--- config.mk ---
export PLATFORM = sky130hd
export DESIGN_NAME = supply_undervoltage_supervisor
export DESIGN_NICKNAME = d
export VERILOG_FILES = /design/src/rtl/core/sus_pkg.sv /design/src/rtl/core/supply_undervoltage_supervisor.sv /design/src/rtl/core/sus_lane.sv /design/src/rtl/core/sus_merge.sv
export SDC_FILE = /design/constraint.sdc
export NUM_CORES = 1
export LEC_CHECK = 0
export BUFFER_PORTS_ARGS = -buffer_cell sky130_fd_sc_hd__buf_2
export CAP_MARGIN = 5
export CORE_ASPECT_RATIO = 1.5
export CORE_MARGIN = 3
export CORE_UTILIZATION = 50
export CTS_BUF_LIST = sky130_fd_sc_hd__clkbuf_4
export DETAILED_ROUTE_END_ITERATION = 8
export PLACE_DENSITY = 0.71
export SLEW_MARGIN = 20
export SYNTH_ARGS = -nofsm -noshare
export SYNTH_HDL_FRONTEND = slang
export SYNTH_SLANG_ARGS = --single-unit
--- constraint.sdc ---
create_clock -name clk -period 11.2 [get_ports clk]
set_input_delay 2.24 -clock clk [delete_from_list [all_inputs] [get_ports clk]]
set_output_delay 2.24 -clock clk [all_outputs]
set_load 0.05 [all_outputs]
--- src/rtl/core/sus_pkg.sv ---
`default_nettype none

package sus_pkg;

  // widths of the item fields
  localparam int unsigned NOW_W = 48;
  localparam int unsigned RD_W = 16;
  localparam int unsigned DL_W = 49;
  localparam int unsigned RETEST_FIELDS = 4;

  // configuration register indexes
  localparam int unsigned CFG_ADDR_W = 8;
  localparam logic [CFG_ADDR_W-1:0] REG_CAT_THRESHOLD = 8'd0;
  localparam logic [CFG_ADDR_W-1:0] REG_LOW_THRESHOLD = 8'd1;
  localparam logic [CFG_ADDR_W-1:0] REG_RECOVER_MS = 8'd2;
  localparam logic [CFG_ADDR_W-1:0] REG_LOW_HOLD_MS = 8'd3;

  // register reset values
  localparam logic [RD_W-1:0] RECOVER_MS_RST = 16'd250;
  localparam logic [RD_W-1:0] LOW_HOLD_MS_RST = 16'd1000;

  // packed stream widths
  localparam int unsigned IN_TDATA_W = 152;
  localparam int unsigned OUT_TDATA_W = 24;

  typedef logic [RD_W-1:0] sample_t;

  // what one retest lane found
  typedef struct packed {
    logic    hit;
    sample_t sample;
  } lane_res_t;

endpackage

`default_nettype wire

--- src/rtl/core/supply_undervoltage_supervisor.sv ---
`default_nettype none

// Undervoltage supervisor for a 5V supply. Each in_ transfer is one periodic
// check: in_tdata holds, from bit 0 up, now_ms[47:0], reading[63:48],
// avg_reading[79:64], device_attached[80], retest_a..retest_d[144:81] and zero
// fill to 152 bits. A low reading is retested by parallel compare lanes, one
// per retest sample, and replaced by the first sample above cat_threshold.
// The block then drops the LED drivers and pulses force_gcr_min on a
// catastrophic reading, cuts the extra port when the drivers are already off
// or when the averaged reading has been low for longer than low_hold_ms, and
// brings the drivers back once recover_ms has passed. Every check yields one
// out_ transfer in the cycle after it was taken; a new check is taken every
// cycle, limited only by the single output register and out_tready. Config
// registers (0 cat_threshold, 1 low_threshold, 2 recover_ms, 3 low_hold_ms) must
// be written through cfg_ while no check is in flight; the block itself does not
// enforce this. cfg_ready is always high and writes to other indexes are dropped.
module supply_undervoltage_supervisor #(
  parameter int unsigned SPIKE_TESTS = 4
) (
  input  wire                                     clk,
  input  wire                                     rst_n,
  // now_ms, reading, avg_reading, device_attached, retest_a..retest_d, zero fill
  input  wire  [sus_pkg::IN_TDATA_W-1:0]          in_tdata,
  input  wire                                     in_tvalid,
  output logic                                    in_tready,
  // catastrophic, led_drivers_on, disable_port, force_gcr_min,
  // settled_reading, zero fill
  output logic [sus_pkg::OUT_TDATA_W-1:0]         out_tdata,
  output logic                                    out_tvalid,
  input  wire                                     out_tready,
  input  wire                                     cfg_valid,
  output logic                                    cfg_ready,
  input  wire  [sus_pkg::CFG_ADDR_W-1:0]          cfg_addr,
  input  wire  [sus_pkg::RD_W-1:0]                cfg_data
);

  localparam int unsigned LANES =
    (SPIKE_TESTS > sus_pkg::RETEST_FIELDS) ? sus_pkg::RETEST_FIELDS : SPIKE_TESTS;

  // config registers
  sus_pkg::sample_t cat_threshold_r;
  sus_pkg::sample_t low_threshold_r;
  logic [sus_pkg::RD_W-1:0] recover_ms_r;
  logic [sus_pkg::RD_W-1:0] low_hold_ms_r;

  // supervisor state
  logic leds_enabled_r, leds_enabled_nxt;
  logic recovery_active_r, recovery_active_nxt;
  logic [sus_pkg::DL_W-1:0] recovery_deadline_r, recovery_deadline_nxt;
  logic low_active_r, low_active_nxt;
  logic [sus_pkg::DL_W-1:0] low_deadline_r, low_deadline_nxt;

  // output register
  logic out_valid_r;
  logic [sus_pkg::OUT_TDATA_W-1:0] out_data_r, out_data_nxt;

  // unpacked input fields
  logic [sus_pkg::NOW_W-1:0] now_ms;
  sus_pkg::sample_t reading;
  sus_pkg::sample_t avg_reading;
  logic device_attached;
  sus_pkg::sample_t retest [sus_pkg::RETEST_FIELDS];

  sus_pkg::lane_res_t lane_res [LANES];
  sus_pkg::sample_t settled;
  logic cat_now;

  logic in_xfer;
  logic [sus_pkg::DL_W-1:0] now_ext;
  logic trip, dis_cat, attached_eff, low_cond, low_expire, rec_expire;
  logic cat_out, dis, gcr;

  always_comb begin
    now_ms          = in_tdata[47:0];
    reading         = in_tdata[63:48];
    avg_reading     = in_tdata[79:64];
    device_attached = in_tdata[80];
    for (int i = 0; i < sus_pkg::RETEST_FIELDS; i++) begin
      retest[i] = in_tdata[81 + 16*i +: 16];
    end
  end

  // retest compare lanes
  for (genvar g = 0; g < LANES; g++) begin : g_lane
    sus_lane u_lane (
      .sample        (retest[g]),
      .cat_threshold (cat_threshold_r),
      .res           (lane_res[g])
    );
  end

  // pick the first clearing sample
  sus_merge #(
    .LANES (LANES)
  ) u_merge (
    .reading       (reading),
    .cat_threshold (cat_threshold_r),
    .lane_res      (lane_res),
    .settled       (settled),
    .cat_now       (cat_now)
  );

  // handshakes
  assign cfg_ready  = 1'b1;
  assign in_tready  = !out_valid_r || out_tready;
  assign in_xfer    = in_tvalid && in_tready;
  assign out_tvalid = out_valid_r;
  assign out_tdata  = out_data_r;

  // supervisor decisions for the current check
  always_comb begin
    now_ext      = {1'b0, now_ms};
    trip         = cat_now && leds_enabled_r;
    dis_cat      = cat_now && !leds_enabled_r && device_attached;
    attached_eff = device_attached && !dis_cat;
    low_cond     = (avg_reading < low_threshold_r) && attached_eff;
    // a deadline armed in this check cannot pass in the same check
    low_expire   = low_cond && low_active_r && (now_ext > low_deadline_r);
    rec_expire   = recovery_active_r && (now_ext > recovery_deadline_r);

    low_active_nxt   = low_cond && !low_expire;
    low_deadline_nxt = low_deadline_r;
    if (low_cond && !low_active_r) begin
      low_deadline_nxt = now_ext + {{(sus_pkg::DL_W-sus_pkg::RD_W){1'b0}}, low_hold_ms_r};
    end

    leds_enabled_nxt      = leds_enabled_r;
    recovery_active_nxt   = recovery_active_r;
    recovery_deadline_nxt = recovery_deadline_r;
    cat_out               = 1'b0;
    if (trip) begin
      leds_enabled_nxt      = 1'b0;
      recovery_active_nxt   = 1'b1;
      recovery_deadline_nxt =
        now_ext + {{(sus_pkg::DL_W-sus_pkg::RD_W){1'b0}}, recover_ms_r};
      cat_out               = 1'b1;
    end else if (recovery_active_r) begin
      if (rec_expire) begin
        leds_enabled_nxt    = 1'b1;
        recovery_active_nxt = 1'b0;
      end else begin
        cat_out = 1'b1;
      end
    end

    dis = dis_cat || low_expire;
    gcr = trip;
    out_data_nxt = {4'b0, settled, gcr, dis, leds_enabled_nxt, cat_out};
  end

  // config writes
  always_ff @(posedge clk) begin
    if (!rst_n) begin
      cat_threshold_r <= '0;
      low_threshold_r <= '0;
      recover_ms_r    <= sus_pkg::RECOVER_MS_RST;
      low_hold_ms_r   <= sus_pkg::LOW_HOLD_MS_RST;
    end else if (cfg_valid && cfg_ready) begin
      unique case (cfg_addr)
        sus_pkg::REG_CAT_THRESHOLD: cat_threshold_r <= cfg_data;
        sus_pkg::REG_LOW_THRESHOLD: low_threshold_r <= cfg_data;
        sus_pkg::REG_RECOVER_MS:    recover_ms_r    <= cfg_data;
        sus_pkg::REG_LOW_HOLD_MS:   low_hold_ms_r   <= cfg_data;
        default: ;
      endcase
    end
  end

  // state update on each input transfer
  always_ff @(posedge clk) begin
    if (!rst_n) begin
      leds_enabled_r      <= 1'b1;
      recovery_active_r   <= 1'b0;
      recovery_deadline_r <= '0;
      low_active_r        <= 1'b0;
      low_deadline_r      <= '0;
    end else if (in_xfer) begin
      leds_enabled_r      <= leds_enabled_nxt;
      recovery_active_r   <= recovery_active_nxt;
      recovery_deadline_r <= recovery_deadline_nxt;
      low_active_r        <= low_active_nxt;
      low_deadline_r      <= low_deadline_nxt;
    end
  end

  // output register
  always_ff @(posedge clk) begin
    if (!rst_n) begin
      out_valid_r <= 1'b0;
    end else if (in_xfer) begin
      out_valid_r <= 1'b1;
    end else if (out_tready) begin
      out_valid_r <= 1'b0;
    end
  end

  always_ff @(posedge clk) begin
    if (in_xfer) begin
      out_data_r <= out_data_nxt;
    end
  end

`ifndef SYNTHESIS
  // recovery always runs with the drivers off
  a_rec_leds_off: assert property (@(posedge clk) disable iff (!rst_n)
    recovery_active_r |-> !leds_enabled_r)
    else $error("recovery running with LED drivers on");

  // a gcr pulse is reported with catastrophic and the drivers off in the same result
  a_gcr_cat: assert property (@(posedge clk) disable iff (!rst_n)
    out_valid_r && out_data_r[3] |-> out_data_r[0] && !out_data_r[1])
    else $error("force_gcr_min without catastrophic and drivers off");

  // catastrophic is never reported with the drivers on
  a_cat_leds: assert property (@(posedge clk) disable iff (!rst_n)
    out_valid_r && out_data_r[0] |-> !out_data_r[1])
    else $error("catastrophic reported with LED drivers on");

  // every accepted check leaves a result behind
  a_result: assert property (@(posedge clk) disable iff (!rst_n)
    in_xfer |=> out_valid_r)
    else $error("accepted check produced no result");
`endif

endmodule

`default_nettype wire

--- src/rtl/core/sus_lane.sv ---
`default_nettype none

module sus_lane (
  input  wire sus_pkg::sample_t  sample,
  input  wire sus_pkg::sample_t  cat_threshold,
  output sus_pkg::lane_res_t     res
);

  // a retest sample strictly above the threshold clears the spike
  always_comb begin
    res.hit    = (sample > cat_threshold);
    res.sample = sample;
  end

endmodule

`default_nettype wire

--- src/rtl/core/sus_merge.sv ---
`default_nettype none

module sus_merge #(
  parameter int unsigned LANES = 4
) (
  input  wire sus_pkg::sample_t   reading,
  input  wire sus_pkg::sample_t   cat_threshold,
  input  wire sus_pkg::lane_res_t lane_res [LANES],
  output sus_pkg::sample_t        settled,
  output logic                    cat_now
);

  logic spike;

  // lowest lane that hit wins: scan from the top so it is applied last
  always_comb begin
    spike   = (reading < cat_threshold);
    settled = reading;
    if (spike) begin
      for (int i = LANES - 1; i >= 0; i--) begin
        if (lane_res[i].hit) begin
          settled = lane_res[i].sample;
        end
      end
    end
    cat_now = (settled < cat_threshold);
  end

endmodule

`default_nettype wire
==> impl_metrics.py, run 1 <==
metrics = {
    "pwr": {
        "p_per_area_nw_per_um2": 98.06,
        "total_leakage_power_nw": 6.495,
        "ir_worst_vdd_v": 0.00006568,
    },
    "setup_path": {
        "crit_path_start_kind": "primary input",
        "crit_chain": "buf_2, ha_1, a21oi_1, o21ai_0, a221oi_1, or3b_2, nand2_1, nor2_1, a211oi_1, a21oi_1, o21ai_0, ha_1, nand4_1, nor2_1, a211o_1, a221oi_2, and4b_1, and3_1, a21boi_4, inv_2, nand2_2, a211oi_1",
        "rr_worst_depth": 22,
        "critPathArrivalTime_ps": 8700,
        "cp-end-kind": "register",
        "cpLargestDelayFamily": "compound AO/OA/AOI/OAI gates",
        "slowest_stage": "a21boi_4",
        "required_ps": 11690,
        "cp_max_fo": 34,
        "crit_start": "in_tdata[120]",
        "worst-path-buf-inv": 2,
        "crit_type": "primary input to register",
        "reg2reg_slack_ps": 4170,
        "cpPeakStageDelay_ps": 840,
        "worstReg2RegEnd": "recovery_deadline_r[44]",
        "r2r_start": "cat_threshold_r[7]",
    },
    "floorplan": {
        "coreArea_um2": 29480,
        "dieWidth_um": 147.3,
        "die_y_um": 218.0,
        "rows": 77,
        "dieArea_um2": 32110,
        "initial_core_util_pct": 50.80,
        "num_io_pins": 208,
    },
    "sta": {
        "relSlewSlack_pct": 26.74,
        "fin_tns_setup_ps": 0,
        "setup_violations": 0,
        "layout_setup_ws_ps": 2986,
        "hold_viol": 0,
        "whs_ps": 459.9,
        "worstMarginPinSlew_ps": 1096,
        "maxSlewViolCount": 0,
        "period_share_pct": 73.34,
        "fmax_mhz": 121.7,
        "fin_crit_ps": 8214,
        "clock_skew_ps": 24.78,
        "rsz0062_at_grt": "no",
    },
    "synth": {
        "synth_top_family_by_area": "compound AO/OA/AOI/OAI gates",
        "syn_area_um2": 14980,
        "synthMuxAreaShare_pct": 1.278,
        "synth_top_area_cell": "dfxtp_1",
        "yosysSeqAreaShare_pct": 26.20,
        "yosysMostFrequentCell": "ha_1",
        "synth_flop_cell": "dfxtp_1",
        "synth_adder_area_share_pct": 20.07,
        "ys_warn_count": 0,
        "synth_area_leaders": "dfxtp_1 22%, ha_1 20%, a21oi_1 7.4%",
        "synth_top_area_share_pct": 22.19,
        "synth-async-reset-ratio_pct": 0,
        "avgSynthCellArea_um2": 7.996,
        "ys_types": 79,
        "synthCells": 1873,
        "synth_edf_count": 20,
        "synthXorXnorAreaFrac_pct": 4.913,
        "synth_seq_cells": 186,
        "synth_commonest_cells": "237 x ha_1, 220 x a21oi_1, 196 x nand2_1, 166 x dfxtp_1, 150 x inv_1",
        "synth_compound_area_share_pct": 22.80,
        "synthSimpleGateAreaFrac_pct": 18.27,
    },
    "detailed_routing": {
        "drt-initial-drc-count": 793,
        "routed_wl_mm": 45.44,
        "drc": 0,
        "firstDrtPassIters": 5,
        "ant_nets": 0,
        "via_per_inst": 5.947,
        "wl_per_cell_um": 18.70,
        "routed-via-count": 14450,
    },
    "cts": {
        "cts_tree": "yes",
        "numCtsBuffers": 17,
        "clk_pin_slew_worst_paths_ps": 150,
        "clk_path_buf_depth": 2,
        "cts_hold_buf": 0,
        "post_cts.repair.setup_buffers": 0,
        "clock_latency_ps": 650,
        "htree_levels": 4,
        "cts.sinks": 186,
        "root_buffer": "clkbuf_4",
        "cts-resized-gates": 0,
    },
    "global_routing": {
        "antenna_found_initial": 4,
        "grt_first_pass_wirelength_mm": 71.59,
        "grt_pass1_vias": 14200,
        "grt_use_total_pct": 27.65,
        "grt_max_degree": 78,
        "grt_overflow": 0,
    },
    "run_status": {
        "status": "complete, no violations",
    },
    "layout": {
        "layout.cells.non_filler": 2430,
        "multi_input_area_um2": 10110,
        "nFillCells": 2904,
        "synthToLayoutAreaGrowth_pct": 10.39,
        "drive_above_1_share_pct": 13.20,
        "nets": 2438,
        "seqCellArea_um2": 3924,
    },
    "hold_path": {
        "worstHoldStart": "cat_threshold_r[3]",
        "hold_depth": 2,
        "min_to": "cat_threshold_r[3]",
        "min_path_type": "register to register",
    },
    "place": {
        "pre_cts_slack_ps": 2452,
        "dp_hpwl_mm": 34.87,
        "place_congestion": 0.9243,
        "port_buffers": 195,
        "placed_cells": 2394,
    },
    "run": {
        "cap_violations": 0,
    },
}
## metal layers
layer  share of wire (%)  vias up  track usage [%]  wire [µm]
met3                 5.2      132            3.576       2372
li1                    -     7067                -          -
met4                 4.8        0            13.77       2185
met1                  41     6790            32.90      18460
met2                  49      461            48.83      22420
met5                   0        -                0          0
## state kept, by name, indices dropped and copies added, names as in the netlist
register / flops
low_deadline_r: 49
recovery_deadline_r: 49
out_tdata: 20
cat_threshold_r: 16
low_hold_ms_r: 16
low_threshold_r: 16
recover_ms_r: 16
leds_enabled_r: 1
low_active_r: 1
out_tvalid: 1
recovery_active_r: 1
## report_power, final
part	internal [mW]	switching (mW)	leakage, nW
sequential	0.709	0.0144	1.54
combinational	0.170	0.292	4.78
clock	0.181	0.254	0.171
total	1.06	0.560	6.50
## logic make-up after synthesis
logic type / after synthesis
simple gates: 558
compound gates: 546
fa+ha+maj: 239
buf+inv: 239
flops: 186
xor+xnor: 84
mux: 19
other cells: 2
## cells in the final DEF, fill, tap and decap left out, drive strengths merged, types with 6 or more instances in the layout
| master | netlist | final |
|---|---|---|
| a22oi | 15 | 15 |
| nor2b | 13 | 13 |
| o211ai | 15 | 15 |
| a211oi | 80 | 80 |
| nor4 | 10 | 10 |
| buf | 29 | 210 |
| dfxtp | 166 | 166 |
| o21ai | 94 | 94 |
| nor3 | 59 | 59 |
| nand4 | 48 | 48 |
| edfxtp | 20 | 20 |
| nand2 | 197 | 197 |
| a21oi | 221 | 221 |
| o21bai | 8 | 8 |
| o31ai | 21 | 21 |
| and3 | 13 | 13 |
| xor2 | 24 | 24 |
| mux2i | 18 | 18 |
| ha | 237 | 237 |
| nand3 | 72 | 72 |
| clkbuf | 58 | 18 |
| xnor2 | 60 | 60 |
| and4 | 6 | 6 |
| inv | 151 | 155 |
| nand2b | 18 | 18 |
| or3 | 7 | 7 |
| o21a | 10 | 10 |
| a21o | 40 | 40 |
| nor2 | 89 | 89 |
## stage by stage
step	util (%)	area [µm²]	total power [mW]
final	56.08	16530	1.621
after global routing	56.08	16530	1.704
after CTS	56.04	16520	1.622
after detailed placement	54.93	16190	1.194
after global placement	54.93	16190	1.179
after floorplan	-	14990	1.040
## tightest hold or removal path: stages (launching register included)
cell     delay (ps)
dfxtp_1         340
nand2_1          50
a21oi_1          50
## worst max-delay path by stage
stage / to / slack, ps / depth (start not counted)
final: recovery_deadline_r[44] / 2990 / 22
after global routing: recovery_deadline_r[44] / 2720 / 22
after CTS: recovery_deadline_r[44] / 3150 / 22
after detailed placement: recovery_deadline_r[32] / 2450 / 22
after global placement: recovery_deadline_r[7] / 2550 / 22
after floorplan: recovery_deadline_r[23] / 4440 / 22
## area by class of cell
class	count	share of cell area, %
well taps	395	2.989
flip-flops and latches	186	23.73
multi-input cells	1451	61.18
repair buffers	210	6.584
inverters	152	3.466
diodes	4	0.06055
clock inverters	14	1.166
clock buffers	18	0.8174
(Power assumes the default switching activity.)
==> run 2, diff against run 1 <==
Clock period 11.2 ns to 7.7 ns, I/O delays scaled along.
==> run 2 against run 1 <==
Worst hold slack lost 0.62 ps. Utilization increased by 0.15 points. Die area stayed put. Critical path type unchanged. Largest power group unchanged. Highest routed layer unchanged.
==> impl_metrics.py, run 2 (synthesis results as in run 1) <==
metrics = {
    "run_status": {
        "status": "complete, no violations",
    },
    "floorplan": {
        "dieWidth_um": 147.3,
        "dieArea_um2": 32110,
        "die_y_um": 218.0,
        "coreArea_um2": 29480,
        "rows": 77,
        "initial_core_util_pct": 50.80,
        "num_io_pins": 208,
    },
    "setup_path": {
        "critPathArrivalTime_ps": 7020,
        "cp-end-kind": "register",
        "crit_path_start_kind": "primary input",
        "required_ps": 8240,
        "crit_chain": "buf_2, ha_1, a21oi_1, o21ai_0, a221oi_1, or3b_2, nand2_1, buf_4, nor2_1, a211oi_1, a21oi_1, o21ai_0, ha_1, a211oi_1, o21a_1, o21ai_0, a221oi_2, and4b_1, and3_1, a21boi_4, buf_4, nor2_1, buf_4, a31oi_1",
        "cp_max_fo": 33,
        "cpPeakStageDelay_ps": 520,
        "crit_type": "primary input to register",
        "slowest_stage": "or3b_2",
    },
    "pwr": {
        "comb_power_share_pct": 28.8,
        "switchingPower_mw": 0.8012,
        "ir_worst_vdd_v": 0.00009421,
        "total_leakage_power_nw": 6.534,
        "p_sw_share_pct": 34.19,
        "fin_total_pwr_mw": 2.344,
        "pwr-share-seq_pct": 44.9,
        "internal-power_mw": 1.542,
        "p_clk_share_pct": 26.3,
        "p_per_area_nw_per_um2": 141.4,
    },
    "cts": {
        "clk_pin_slew_worst_paths_ps": 150,
        "cts_hold_buf": 0,
        "cts_tree": "yes",
        "root_buffer": "clkbuf_4",
        "cts.sinks": 186,
        "clock_latency_ps": 640,
        "post_cts.repair.setup_buffers": 0,
        "numCtsBuffers": 17,
        "clk_path_buf_depth": 2,
        "htree_levels": 4,
        "cts-resized-gates": 0,
    },
    "global_routing": {
        "grt_overflow": 0,
        "antenna_found_initial": 5,
        "grt_pass1_vias": 13990,
        "grt_max_degree": 71,
        "grt_first_pass_wirelength_mm": 71.05,
        "grt_use_total_pct": 27.66,
    },
    "place": {
        "post_dp_cell_area_um2": 16250,
        "pre_cts_slack_ps": 615.1,
        "dp_hpwl_mm": 34.50,
        "port_buffers": 195,
        "place_congestion": 0.9220,
    },
    "detailed_routing": {
        "drt-initial-drc-count": 848,
        "via_per_inst": 5.908,
        "ant_nets": 0,
        "routed-via-count": 14400,
        "drc": 0,
        "firstDrtPassIters": 5,
        "wl_per_cell_um": 18.53,
        "routed_wl_mm": 45.18,
    },
    "hold_path": {
        "min_path_type": "register to register",
    },
    "sta": {
        "worstMarginPinSlew_ps": 1012,
        "fin_tns_setup_ps": 0,
        "relSlewSlack_pct": 31.93,
        "setup_violations": 0,
        "hold_viol": 0,
        "fin_crit_ps": 6483,
        "period_share_pct": 84.20,
        "rsz0062_at_grt": "no",
        "maxSlewViolCount": 0,
        "clock_skew_ps": 18.35,
        "layout_setup_ws_ps": 1217,
        "fmax_mhz": 154.2,
    },
    "layout": {
        "final_common_cell": "ha_1",
        "final_cell_mix": "237 x ha_1, 220 x a21oi_1, 196 x nand2_1",
        "nets": 2446,
        "synthToLayoutAreaGrowth_pct": 10.69,
        "fin_area_um2": 16580,
        "drive_above_1_share_pct": 13.44,
    },
    "run": {
        "cap_violations": 0,
    },
}
## run 2: cell count changes in the layout (fill, tap and decap cells not counted)
cell        change
clkinv_4        -1
clkinv_1        +2
clkinvlp_4      -1
inv_2           +1
buf_4           +8
inv_6           -2
inv_4           +1
## run 2: path summary, 6_finish.rpt
| kind | depth (start not counted) | startpoint | slack, ps | endpoint |
|---|---|---|---|---|
| max | 24 | in_tdata[120] | 1220 | recovery_deadline_r[43] |
| min | 2 | low_threshold_r[9] | 460 | low_threshold_r[9] |
| max reg2reg | 22 | cat_threshold_r[11] | 1660 | recovery_deadline_r[43] |
| min reg2reg | 2 | low_threshold_r[9] | 460 | low_threshold_r[9] |
## run 2: metrics by stage
step                      hold WS [ps]  util, %  instances
after global routing             473.2    56.23       2438
final                            459.2    56.23       2438
after floorplan                  431.9        -       1876
after global placement           438.9    55.14       2402
after detailed placement         443.2    55.14       2402
after CTS                        462.2    56.19       2434
## run 2: area by class of cell
type / count / area, µm²
well taps: 395 / 494.2
repair buffers: 218 / 1149
diodes: 4 / 10.01
flip-flops and latches: 186 / 3924
inverters: 152 / 573.1
multi-input cells: 1451 / 10110
clock inverters: 14 / 176.4
fillers: 2846 / 12900
clock buffers: 18 / 135.1
## run 2: routing by layer
layer  GRT usage [%]  routed length (µm)
met2           48.52               22090
met5               0                   0
met1           32.74               18380
met4           13.93                2235
met3           4.200                2483
## run 2: worst max-delay path: cells and delay by family
family	cells	cell delay (ps)
simple gates	6	1580
fa+ha+maj	2	620
compound gates	12	2340
buf+inv	4	920
## run 2: power by group through the flow
stage	Sequential, mW	Clock, mW	Combinational, mW
finish	1.05	0.616	0.675
global placement	1.07	0	0.651
global route	1.06	0.664	0.749
detailed placement	1.07	0	0.668
CTS	1.05	0.628	0.671
floorplan	1.11	0	0.407
